`src/pss_pkg.sv`:
```
// ----------------------------------------------------------------------------
// pss_pkg: shared types and constants of the position servo core
// Beat formats, command codes, preset positions and fixed-point scaling
// constants used by the servo core and its state stage.
// ----------------------------------------------------------------------------
`default_nettype none

package pss_pkg;

  // Fraction bits of the controller gains
  localparam int GainFracBits = 12;

  // Error and correction scale 20/72
  localparam int ScaleNum = 20;
  localparam int ScaleDen = 72;

  // Degrees per encoder turn and encoder resolution
  localparam int DegPerTurn = 360;
  localparam int EncBits    = 12;

  // Error path: |trunc(d*20/72)| = floor(|d|*5/18), reciprocal of 18 in Q16
  localparam int ErrMul     = ScaleNum / 4;
  localparam int ErrDiv     = ScaleDen / 4;
  localparam int ErrRecipSh = 16;
  localparam int ErrRecip   = (1 << ErrRecipSh) / ErrDiv + 1;

  // Correction path widths
  localparam int ProdW   = 28;                // one gain product
  localparam int GsumW   = 29;                // sum of the three products
  localparam int SumW    = 34;                // PID sum times 20
  localparam int ShW     = SumW - GainFracBits; // sum after the Q shift
  localparam int RecipK  = ShW + 1;
  localparam int RecipW  = ShW - 5;
  localparam int QW      = ShW - 6;           // quotient by 72
  localparam int FW      = QW + 1;            // signed duty step
  localparam int SatW    = QW + 2;            // duty before clamping
  localparam logic [RecipW-1:0] Recip72 = RecipW'((64'd1 << RecipK) / ScaleDen);

  // Item commands
  localparam logic [2:0] ModeTick  = 3'd0;
  localparam logic [2:0] ModeUp    = 3'd1;
  localparam logic [2:0] ModeDown  = 3'd2;
  localparam logic [2:0] ModeFrame = 3'd3;
  localparam logic [2:0] ModeStart = 3'd4;

  // Bus frame identifiers
  localparam logic [10:0] FidPresetHigh = 11'h043;
  localparam logic [10:0] FidPresetMid  = 11'h011;
  localparam logic [10:0] FidPresetLow  = 11'h065;
  localparam logic [10:0] FidPosRequest = 11'h050;

  // Reference positions in degrees
  localparam logic [8:0] RefHigh    = 9'd90;
  localparam logic [8:0] RefMid     = 9'd60;
  localparam logic [8:0] RefLow     = 9'd30;
  localparam logic [8:0] UpThresh   = 9'd90;
  localparam logic [8:0] UpTop      = 9'd95;
  localparam logic [8:0] DownThresh = 9'd35;
  localparam logic [8:0] DownBottom = 9'd30;
  localparam logic [8:0] RefStep    = 9'd4;
  localparam logic [8:0] FoldAbove  = 9'd300;
  localparam logic [8:0] PoseLo     = 9'd30;
  localparam logic [8:0] PoseMid    = 9'd50;
  localparam logic [8:0] PoseHi     = 9'd70;

  // Pose codes
  localparam logic [1:0] PoseNear  = 2'd0;
  localparam logic [1:0] PoseCentr = 2'd1;
  localparam logic [1:0] PoseOther = 2'd2;

  // Register map indexes
  localparam logic [2:0] RegGainP       = 3'd0;
  localparam logic [2:0] RegGainI       = 3'd1;
  localparam logic [2:0] RegGainD       = 3'd2;
  localparam logic [2:0] RegDebounce    = 3'd3;
  localparam logic [2:0] RegDutyLimit   = 3'd4;

  // Register reset values
  localparam logic [15:0] GainPReset     = 16'd12922;
  localparam logic [15:0] GainIReset     = 16'd1304;
  localparam logic [15:0] GainDReset     = 16'd6135;
  localparam logic [7:0]  DebounceReset  = 8'd50;
  localparam logic [7:0]  DutyLimitReset = 8'd20;

  // Input beat
  typedef struct packed {
    logic [2:0]  mode;
    logic [11:0] raw_angle;
    logic [31:0] press_time_ms;
    logic [10:0] frame_id;
  } item_t;

  // Result beat
  typedef struct packed {
    logic [7:0] drive_a;
    logic [7:0] drive_b;
    logic [8:0] angle_degrees;
    logic [8:0] setpoint;
    logic       reply_valid;
    logic [7:0] reply_byte;
    logic [1:0] pose_index;
  } result_t;

  // Registered input item with the angle already in degrees
  typedef struct packed {
    logic [2:0]  mode;
    logic [8:0]  deg_turn;
    logic [8:0]  deg_fold;
    logic [31:0] press_time_ms;
    logic [10:0] frame_id;
  } entry_t;

  // Status of one item after the state update, carried down the pipe
  typedef struct packed {
    logic       tick;
    logic       e_neg;
    logic [8:0] angle;
    logic [8:0] setpoint;
    logic       reply;
    logic [1:0] pose;
  } snap_t;

endpackage

`default_nettype wire

```
`src/pid_position_servo_with_setpoint_core.sv`:
```
// ----------------------------------------------------------------------------
// pid_position_servo_with_setpoint_core: two-direction PWM position servo
// Discrete PID on the encoder angle against a button/bus controlled reference,
// producing clamped duty values for drive channels A and B.
// ----------------------------------------------------------------------------
//  channel | signals                                    | beat
//  --------+--------------------------------------------+----------------------
//  item    | item_valid, item_stall, item               | one command or tick
//  result  | result_valid, result_stall, result         | one per item
//  config  | psel, penable, pwrite, paddr, pwdata, ...  | 32-bit register write
//
// One item per cycle while the result is not stalled; each item passes
// through seven registers (entry, state, products, sum, reciprocal,
// correction, output). State commands resolve in the state stage, duty
// feedback in the output stage, so back-to-back items need no interlock.
// rst is synchronous, clears all valid bits and the servo state, and
// restores the register defaults. A stalled result holds; stages behind it
// keep filling until the pipe is full, then item_stall rises.
// ----------------------------------------------------------------------------
`default_nettype none

module pid_position_servo_with_setpoint_core (
  input  wire logic             clk,
  input  wire logic             rst,
  input  wire logic             item_valid,
  output logic                  item_stall,
  input  wire pss_pkg::item_t   item,
  output logic                  result_valid,
  input  wire logic             result_stall,
  output pss_pkg::result_t      result,
  input  wire logic             psel,
  input  wire logic             penable,
  input  wire logic             pwrite,
  input  wire logic [4:0]       paddr,
  input  wire logic [31:0]      pwdata,
  output logic [31:0]           prdata,
  output logic                  pready
);

  // Configuration registers
  logic [15:0] gain_p, gain_i_times_period, gain_d_over_period;
  logic [7:0]  debounce_ms, duty_limit;
  logic        cfg_write;

  // Stage valids and readiness
  logic v1, v2, v3, v4, v5, v6;
  logic rdy1, rdy2, rdy3, rdy4, rdy5, rdy6, rdy_out;

  // Stage payloads
  pss_pkg::entry_t entry, entry_next;
  logic [20:0]     turn_prod;
  pss_pkg::snap_t  snap_st, snap2, snap3, snap4, snap5, snap6;
  logic signed [7:0] err_st, err2;
  logic signed [9:0] perr_st, perr2;

  logic signed [pss_pkg::ProdW-1:0] gp_w, gi_w, gd_w, e_w, ep_w, dif_w, sum_w;
  logic signed [pss_pkg::ProdW-1:0] prod_p, prod_i, prod_d;
  logic signed [pss_pkg::GsumW-1:0] gsum;
  logic signed [pss_pkg::SumW-1:0]  gsum_x, gsum_s, gsum_20;
  logic signed [pss_pkg::ShW-1:0]   shifted, shifted_next;
  logic [pss_pkg::ShW-1:0]          mag_next, mag5;
  logic                             neg_next, neg5;
  logic [pss_pkg::ShW+pss_pkg::RecipW-1:0] q_prod;
  logic [pss_pkg::QW-1:0]           q_est;
  logic [pss_pkg::ShW:0]            q_x72, rem, rem1;
  logic [pss_pkg::QW-1:0]           q_cor, f_mag;
  logic signed [pss_pkg::FW-1:0]    step_next, step6;
  logic [7:0]                       duty_a, duty_b, prev_duty, duty_new;
  logic signed [pss_pkg::SatW-1:0]  duty_sum;
  pss_pkg::result_t                 result_next;

  // APB port
  assign pready    = 1'b1;
  assign cfg_write = psel & penable & pwrite & pready;

  always_ff @(posedge clk) begin
    if (rst) begin
      gain_p              <= pss_pkg::GainPReset;
      gain_i_times_period <= pss_pkg::GainIReset;
      gain_d_over_period  <= pss_pkg::GainDReset;
      debounce_ms         <= pss_pkg::DebounceReset;
      duty_limit          <= pss_pkg::DutyLimitReset;
    end else if (cfg_write) begin
      case (paddr[4:2])
        pss_pkg::RegGainP:     gain_p              <= pwdata[15:0];
        pss_pkg::RegGainI:     gain_i_times_period <= pwdata[15:0];
        pss_pkg::RegGainD:     gain_d_over_period  <= pwdata[15:0];
        pss_pkg::RegDebounce:  debounce_ms         <= pwdata[7:0];
        pss_pkg::RegDutyLimit: duty_limit          <= pwdata[7:0];
        default: ;
      endcase
    end
  end

  always_comb begin
    case (paddr[4:2])
      pss_pkg::RegGainP:     prdata = {16'd0, gain_p};
      pss_pkg::RegGainI:     prdata = {16'd0, gain_i_times_period};
      pss_pkg::RegGainD:     prdata = {16'd0, gain_d_over_period};
      pss_pkg::RegDebounce:  prdata = {24'd0, debounce_ms};
      pss_pkg::RegDutyLimit: prdata = {24'd0, duty_limit};
      default:               prdata = '0;
    endcase
  end

  // Pipeline flow: a stage loads when empty or when its beat moves on
  assign rdy_out    = !result_valid || !result_stall;
  assign rdy6       = !v6 || rdy_out;
  assign rdy5       = !v5 || rdy6;
  assign rdy4       = !v4 || rdy5;
  assign rdy3       = !v3 || rdy4;
  assign rdy2       = !v2 || rdy3;
  assign rdy1       = !v1 || rdy2;
  assign item_stall = !rdy1;

  always_ff @(posedge clk) begin
    if (rst) begin
      v1 <= 1'b0; v2 <= 1'b0; v3 <= 1'b0;
      v4 <= 1'b0; v5 <= 1'b0; v6 <= 1'b0;
      result_valid <= 1'b0;
    end else begin
      if (rdy1)    v1 <= item_valid;
      if (rdy2)    v2 <= v1;
      if (rdy3)    v3 <= v2;
      if (rdy4)    v4 <= v3;
      if (rdy5)    v5 <= v4;
      if (rdy6)    v6 <= v5;
      if (rdy_out) result_valid <= v6;
    end
  end

  // Entry: angle to whole degrees, fold the upper arc to zero
  always_comb begin
    turn_prod              = 21'(item.raw_angle) * 21'(pss_pkg::DegPerTurn);
    entry_next.mode        = item.mode;
    entry_next.deg_turn    = turn_prod[pss_pkg::EncBits +: 9];
    entry_next.deg_fold    = (entry_next.deg_turn > pss_pkg::FoldAbove) ?
                             9'd0 : entry_next.deg_turn;
    entry_next.press_time_ms = item.press_time_ms;
    entry_next.frame_id    = item.frame_id;
  end

  always_ff @(posedge clk) begin
    if (rdy1) entry <= entry_next;
  end

  // State stage
  pss_state u_state (
    .clk        (clk),
    .rst        (rst),
    .fire       (v1 && rdy2),
    .entry      (entry),
    .debounce_ms(debounce_ms),
    .snap       (snap_st),
    .err        (err_st),
    .prev_err   (perr_st)
  );

  always_ff @(posedge clk) begin
    if (rdy2) begin
      snap2 <= snap_st;
      err2  <= err_st;
      perr2 <= perr_st;
    end
  end

  // Gain products
  always_comb begin
    gp_w  = pss_pkg::ProdW'({1'b0, gain_p});
    gi_w  = pss_pkg::ProdW'({1'b0, gain_i_times_period});
    gd_w  = pss_pkg::ProdW'({1'b0, gain_d_over_period});
    e_w   = {{(pss_pkg::ProdW-8){err2[7]}}, err2};
    ep_w  = {{(pss_pkg::ProdW-10){perr2[9]}}, perr2};
    dif_w = e_w - ep_w;
    sum_w = e_w + ep_w;
  end

  always_ff @(posedge clk) begin
    if (rdy3) begin
      snap3  <= snap2;
      prod_p <= gp_w * e_w;
      prod_d <= gd_w * dif_w;
      prod_i <= gi_w * sum_w;
    end
  end

  // PID sum, sign by direction, times 20, drop the gain fraction
  always_comb begin
    gsum    = pss_pkg::GsumW'(prod_p) + pss_pkg::GsumW'(prod_d) + pss_pkg::GsumW'(prod_i);
    gsum_x  = {{(pss_pkg::SumW-pss_pkg::GsumW){gsum[pss_pkg::GsumW-1]}}, gsum};
    gsum_s  = snap3.e_neg ? -gsum_x : gsum_x;
    gsum_20 = (gsum_s <<< 4) + (gsum_s <<< 2);
    shifted_next = gsum_20[pss_pkg::SumW-1:pss_pkg::GainFracBits];
  end

  always_ff @(posedge clk) begin
    if (rdy4) begin
      snap4   <= snap3;
      shifted <= shifted_next;
    end
  end

  // Quotient estimate of |sum| / 72 through a reciprocal
  always_comb begin
    neg_next = shifted[pss_pkg::ShW-1];
    mag_next = neg_next ? pss_pkg::ShW'(-shifted) : pss_pkg::ShW'(shifted);
    q_prod   = (pss_pkg::ShW+pss_pkg::RecipW)'(mag_next) *
               (pss_pkg::ShW+pss_pkg::RecipW)'(pss_pkg::Recip72);
  end

  always_ff @(posedge clk) begin
    if (rdy5) begin
      snap5 <= snap4;
      neg5  <= neg_next;
      mag5  <= mag_next;
      q_est <= q_prod[pss_pkg::RecipK +: pss_pkg::QW];
    end
  end

  // Correct the estimate, then floor toward minus infinity
  always_comb begin
    q_x72 = (pss_pkg::ShW+1)'(q_est) * (pss_pkg::ShW+1)'(pss_pkg::ScaleDen);
    rem   = (pss_pkg::ShW+1)'(mag5) - q_x72;
    if (rem >= (pss_pkg::ShW+1)'(pss_pkg::ScaleDen)) begin
      q_cor = q_est + 1'b1;
      rem1  = rem - (pss_pkg::ShW+1)'(pss_pkg::ScaleDen);
    end else begin
      q_cor = q_est;
      rem1  = rem;
    end
    f_mag     = q_cor + pss_pkg::QW'(neg5 && (rem1 != '0));
    step_next = neg5 ? -$signed({1'b0, f_mag}) : $signed({1'b0, f_mag});
  end

  always_ff @(posedge clk) begin
    if (rdy6) begin
      snap6 <= snap5;
      step6 <= step_next;
    end
  end

  // Output stage: on a tick, add the step to the active duty, clamp to [0, limit]
  always_comb begin
    prev_duty = snap6.e_neg ? duty_a : duty_b;
    duty_sum  = $signed(pss_pkg::SatW'(prev_duty)) +
                {{(pss_pkg::SatW-pss_pkg::FW){step6[pss_pkg::FW-1]}}, step6};
    if (duty_sum[pss_pkg::SatW-1]) begin
      duty_new = 8'd0;
    end else if (duty_sum > $signed(pss_pkg::SatW'(duty_limit))) begin
      duty_new = duty_limit;
    end else begin
      duty_new = duty_sum[7:0];
    end

    result_next.drive_a       = duty_a;
    result_next.drive_b       = duty_b;
    if (snap6.tick) begin
      result_next.drive_a = snap6.e_neg ? duty_new : 8'd0;
      result_next.drive_b = snap6.e_neg ? 8'd0 : duty_new;
    end
    result_next.angle_degrees = snap6.angle;
    result_next.setpoint      = snap6.setpoint;
    result_next.reply_valid   = snap6.reply;
    result_next.reply_byte    = snap6.reply ? snap6.angle[7:0] : 8'd0;
    result_next.pose_index    = snap6.pose;
  end

  always_ff @(posedge clk) begin
    if (rst) begin
      duty_a <= '0;
      duty_b <= '0;
    end else if (v6 && rdy_out) begin
      duty_a <= result_next.drive_a;
      duty_b <= result_next.drive_b;
    end
  end

  always_ff @(posedge clk) begin
    if (rdy_out) result <= result_next;
  end

endmodule

`default_nettype wire

```
`src/pss_state.sv`:
```
// ----------------------------------------------------------------------------
// pss_state: servo state registers and command handling
// Holds the reference, previous error, press time and held angle, forms the
// scaled error of a tick and applies buttons, bus frames and start seeding.
// ----------------------------------------------------------------------------
`default_nettype none

module pss_state (
  input  wire logic            clk,
  input  wire logic            rst,
  input  wire logic            fire,
  input  wire pss_pkg::entry_t entry,
  input  wire logic [7:0]      debounce_ms,
  output pss_pkg::snap_t       snap,
  output logic signed [7:0]    err,
  output logic signed [9:0]    prev_err
);

  logic [8:0]         reference_deg, reference_deg_next;
  logic signed [9:0]  previous_error, previous_error_next;
  logic [31:0]        last_press_ms, last_press_ms_next;
  logic [8:0]         held_angle_deg, held_angle_deg_next;

  logic signed [9:0]  diff;
  logic [8:0]         diff_mag;
  logic [10:0]        diff_x5;
  logic [22:0]        err_prod;
  logic [6:0]         err_mag;
  logic [31:0]        elapsed;
  logic               reply;
  logic [1:0]         pose;

  // Scaled error: trunc((ref - deg) * 20 / 72) through a Q16 reciprocal
  always_comb begin
    diff     = $signed({1'b0, reference_deg}) - $signed({1'b0, entry.deg_fold});
    diff_mag = diff[9] ? 9'(-diff) : diff[8:0];
    diff_x5  = 11'({diff_mag, 2'b00}) + 11'(diff_mag);
    err_prod = 23'(diff_x5) * 23'(pss_pkg::ErrRecip);
    err_mag  = err_prod[pss_pkg::ErrRecipSh +: 7];
    err      = diff[9] ? -$signed({1'b0, err_mag}) : $signed({1'b0, err_mag});
  end

  assign elapsed = entry.press_time_ms - last_press_ms;

  // Next state per command
  always_comb begin
    reference_deg_next  = reference_deg;
    previous_error_next = previous_error;
    last_press_ms_next  = last_press_ms;
    held_angle_deg_next = held_angle_deg;
    reply               = 1'b0;
    case (entry.mode)
      pss_pkg::ModeTick: begin
        held_angle_deg_next = entry.deg_fold;
        previous_error_next = {{2{err[7]}}, err};
      end
      pss_pkg::ModeUp, pss_pkg::ModeDown: begin
        if (elapsed > {24'd0, debounce_ms}) begin
          if (entry.mode == pss_pkg::ModeUp) begin
            reference_deg_next = (reference_deg >= pss_pkg::UpThresh) ?
                                 pss_pkg::UpTop : reference_deg + pss_pkg::RefStep;
          end else begin
            reference_deg_next = (reference_deg <= pss_pkg::DownThresh) ?
                                 pss_pkg::DownBottom : reference_deg - pss_pkg::RefStep;
          end
        end
        last_press_ms_next = entry.press_time_ms;
      end
      pss_pkg::ModeFrame: begin
        case (entry.frame_id)
          pss_pkg::FidPresetHigh: reference_deg_next = pss_pkg::RefHigh;
          pss_pkg::FidPresetMid:  reference_deg_next = pss_pkg::RefMid;
          pss_pkg::FidPresetLow:  reference_deg_next = pss_pkg::RefLow;
          pss_pkg::FidPosRequest: reply = 1'b1;
          default: ;
        endcase
      end
      pss_pkg::ModeStart: begin
        reference_deg_next  = entry.deg_turn;
        previous_error_next = $signed({1'b0, entry.deg_turn});
      end
      default: ;
    endcase
  end

  // Pose bucket of the new reference
  always_comb begin
    if (reference_deg_next >= pss_pkg::PoseLo && reference_deg_next < pss_pkg::PoseMid) begin
      pose = pss_pkg::PoseNear;
    end else if (reference_deg_next >= pss_pkg::PoseMid &&
                 reference_deg_next < pss_pkg::PoseHi) begin
      pose = pss_pkg::PoseCentr;
    end else begin
      pose = pss_pkg::PoseOther;
    end
  end

  always_comb begin
    snap.tick     = (entry.mode == pss_pkg::ModeTick);
    snap.e_neg    = err[7];
    snap.angle    = held_angle_deg_next;
    snap.setpoint = reference_deg_next;
    snap.reply    = reply;
    snap.pose     = pose;
  end

  assign prev_err = previous_error;

  // Commit the state as the item leaves the entry stage
  always_ff @(posedge clk) begin
    if (rst) begin
      reference_deg  <= '0;
      previous_error <= '0;
      last_press_ms  <= '0;
      held_angle_deg <= '0;
    end else if (fire) begin
      reference_deg  <= reference_deg_next;
      previous_error <= previous_error_next;
      last_press_ms  <= last_press_ms_next;
      held_angle_deg <= held_angle_deg_next;
    end
  end

endmodule

`default_nettype wire

```
`config.mk`:
```
export PLATFORM = sky130hd
export DESIGN_NAME = pid_position_servo_with_setpoint_core
export DESIGN_NICKNAME = d
export VERILOG_FILES = /design/src/pss_pkg.sv /design/src/pid_position_servo_with_setpoint_core.sv /design/src/pss_state.sv
export SDC_FILE = /design/constraint.sdc
export NUM_CORES = 2
export LEC_CHECK = 0
export BUFFER_PORTS_ARGS = -buffer_cell sky130_fd_sc_hd__buf_2
export CAP_MARGIN = 5
export CORE_AREA = 8 8 323 325
export CTS_BUF_LIST = sky130_fd_sc_hd__clkbuf_4 sky130_fd_sc_hd__clkbuf_8
export CTS_CLUSTER_DIAMETER = 50
export DETAILED_ROUTE_END_ITERATION = 8
export DIE_AREA = 0 0 331 333
export GPL_TIMING_DRIVEN = 0
export PLACE_DENSITY = 0.72
export SLEW_MARGIN = 5
export SYNTH_ARGS = -nofsm -noshare
export SYNTH_HDL_FRONTEND = slang
export SYNTH_SLANG_ARGS = --single-unit
```
`constraint.sdc`:
```
create_clock -name clk -period 31 [get_ports clk]
set_clock_uncertainty 0.2 [all_clocks]
set_input_delay 3.1 -clock clk [delete_from_list [all_inputs] [get_ports clk]]
set_output_delay 3.1 -clock clk [all_outputs]
set_load 0.05 [all_outputs]
```
==> results.sh <==
export IMPL_worstHoldStart="snap2[0]"
export IMPL_clockBufferDepth=3
export IMPL_cts_buffers=93
export IMPL_path_class="reg2reg"
export IMPL_period_share_pct=38.0
export IMPL_final_setup_tns_ns=0
export IMPL_die_h_um=333
export IMPL_reg2reg_from="u_state.reference_deg[1]"
export IMPL_cts_htree_levels=3
export IMPL_slowest_delay_ns=0.61
export IMPL_r2r_cells=46
export IMPL_dieArea_um2=110000
export IMPL_clk_pin_slew_ns=0.06
export IMPL_syn_area_um2=54100
export IMPL_rsz0062_at_grt="false"
export IMPL_cp_end_kind="flip-flop"
export IMPL_cts_setup_buffers=0
export IMPL_yosysSeqAreaShare_pct=27.7
export IMPL_hp_class="reg2reg"
export IMPL_max_freq_ghz=0.0849
export IMPL_finalHoldViolations=0
export IMPL_io_buffers=144
export IMPL_status="complete, no violations"
export IMPL_antenna_found_initial=14
export IMPL_io_pins=182
export IMPL_numPlacedInstances=7057
export IMPL_max_slew_margin_pct=11.1
export IMPL_grt_max_degree=75
export IMPL_drv_cap=0
export IMPL_clk_latency_ns=0.72
export IMPL_setup_viol=0
export IMPL_gp_congestion=0.946
export IMPL_cpMostUsedCell="inv_1"
export IMPL_rows=116
export IMPL_grt_usage_pct=24.6
export IMPL_root_buffer="clkbuf_8"
export IMPL_via_per_inst=5.60
export IMPL_grt_pass1_vias=40700
export IMPL_die_w_um=331
export IMPL_drt_iter0_markers=2754
export IMPL_drt_wirelength_per_cell_um=18.9
export IMPL_cp_start_kind="flip-flop"
export IMPL_design_core_area_um2=99300
export IMPL_crit_path_max_fanout=9
export IMPL_async_reset_ff_share_pct=0
export IMPL_drc=0
export IMPL_yosys_warnings=0
export IMPL_required_ns=31.42
export IMPL_synth_edf_count=400
export IMPL_whs_path_depth=0
export IMPL_drive_above_1_share_pct=7.01
export IMPL_syn2layout_area_growth_pct=8.68
export IMPL_dr_pass1_iters=5
export IMPL_cts_tree="done"
export IMPL_synth_flop_cell="edfxtp_1"
export IMPL_arrival_ns=12.20
export IMPL_final_cells=7236
export IMPL_drt_wl_total_um=137000
export IMPL_tightest_slew_ns=1.32
export IMPL_start_util_pct=54.5
export IMPL_synth_distinct_cells=96
export IMPL_fin_crit_ns=11.78
export IMPL_nNetsFinal=7108
export IMPL_slew_viol_final=0
export IMPL_startpoint="u_state.reference_deg[1]"
export IMPL_detail_route_antenna_nets=0
export IMPL_avgSynthCellArea_um2=9.67
export IMPL_grt_pass1_wl_um=216000
export IMPL_hpwlAfterDp_um=112000
export IMPL_ys_seq_elements=547
export IMPL_vias=40500
export IMPL_crit_path_top_delay_cell="dfxtp_1"
export IMPL_hold_buffers=0
export IMPL_clock_sinks=547
export IMPL_overflow=0
export IMPL_cts_resized=0
export IMPL_synthCells=5590
==> final cells by class <==
type	count	area, um^2
tap	1298	1620
timing repair buffer	154	900
fill	8577	40500
inverter	829	3110
sequential	547	15000
antenna	6	15.0
clock buffer	126	1600
multi-input combinational	4047	35300
clock inverter	47	469
buffer	182	762
==> metrics by stage <==
step	hold slack [ns]	area [um^2]	worst slack, ns	utilization, %
2_1_floorplan	0.200	54100	20.82	-
3_3_place_gp	0.200	56500	19.52	56.9
3_5_place_dp	0.205	56700	19.35	57.1
4_1_cts	0.189	58800	19.33	59.2
5_1_grt	0.195	58800	18.65	59.2
6_report	0.197	58800	19.22	59.2
==> logic make-up (layout without fill, tap and decap cells) <==
kind of cell | count (synthesis) | after routing | share of synthesized area (%)
other | 2 | 23 | 0.0139
DFF | 547 | 547 | 27.7
and+or+nand+nor | 1605 | 1605 | 14.6
AOI/OAI and AO/OA | 901 | 901 | 10.6
buffers and inverters | 1011 | 1338 | 7.16
muxes | 86 | 86 | 1.62
xor gates and xnor gates | 286 | 286 | 4.66
adders and majority gates | 1152 | 1152 | 33.7
==> final timing paths <==
| path | to | slack, ns |
|---|---|---|
| worst min register to register | snap3[0] | 0.20 |
| worst max-delay path | u_state.prev_err[6] | 19.22 |
| worst min-delay path | snap3[0] | 0.20 |
| worst max register to register | u_state.prev_err[6] | 19.22 |
==> flip-flops by register name, indices dropped and copies added (netlist names), 9 cells and up <==
name / flops
entry: 64
result: 45
u_state.last_press_ms: 32
prod_d: 28
prod_i: 28
prod_p: 25
snap2: 23
snap3: 23
snap4: 23
snap5: 23
mag5: 22
shifted: 22
result_next: 21
step6: 17
gain_d_over_period: 16
gain_i_times_period: 16
gain_p: 16
q_est: 16
perr2: 10
u_state.prev_err: 10
u_state.held_angle_deg: 9
u_state.reference_deg: 9
==> cell usage after synthesis (all sizes together) (7+ instances only) <==
cell	n	area share [%]
inv	828	5.7
ha	645	15
nand2	570	4.0
fa	507	19
edfxtp	400	22
a21oi	282	2.6
nor2	278	1.9
xnor2	214	3.5
and2	208	2.4
o21ai	194	1.8
clkbuf	155	1.1
dfxtp	147	5.4
nor2b	109	1.3
nand2b	92	1.1
nand3	83	0.78
nor3	77	0.73
mux2i	73	1.4
xor2	72	1.2
a21o	65	0.90
and3	42	0.49
o21a	41	0.57
a31oi	37	0.47
or3	35	0.41
o21bai	33	0.46
a211oi	30	0.43
o22ai	30	0.35
buf	27	0.33
o211ai	25	0.36
nand4	24	0.28
a21boi	23	0.32
o31ai	20	0.28
or2	17	0.20
nor4	16	0.19
mux2	13	0.27
a31o	12	0.19
o2111ai	11	0.18
or4	11	0.15
o41ai	10	0.16
o31a	8	0.13
a2111oi	7	0.18
o311ai	7	0.11
==> cell usage in the layout, fill, tap and decap left out, types with 74 or more instances in the layout <==
cell type and count:
o21ai_0 190, nor2b_1 109, clkbuf_8 104, fa_1 507, inv_1 826, ha_1 645, and2_1 207, nand3_1 81
a21oi_1 281, nor3_1 74, nor2_1 278, nand2b_1 92, buf_2 146, dfxtp_1 147, nand2_1 566, xnor2_1 214
clkbuf_1 154, edfxtp_1 400
==> metal layers <==
| layer | track usage (%) | routed length [um] | share of wire [%] | up-vias |
|---|---|---|---|---|
| li1 | - | - | - | 19200 |
| met1 | 31.9 | 57300 | 42 | 19700 |
| met2 | 41.4 | 65200 | 48 | 1278 |
| met3 | 3.85 | 8580 | 6.3 | 308 |
| met4 | 9.11 | 5600 | 4.1 | 8 |
| met5 | 0 | 45 | 0.033 | - |
==> worst max-delay path, delay by kind of cell (launching register included) <==
family / cells / cell delay [ns]
flip-flops: 1 / 0.61
multiplexers: 1 / 0.39
AO/OA/AOI/OAI: 15 / 3.39
XOR/XNOR: 2 / 0.56
AND/OR/NAND/NOR: 11 / 1.96
adder cells (fa/ha/maj): 9 / 3.75
buffers and inverters: 8 / 0.80
Power is left out: the tool's default activity adds up to more than one toggle a clock period on the data nets, which glitch-free logic cannot reach.
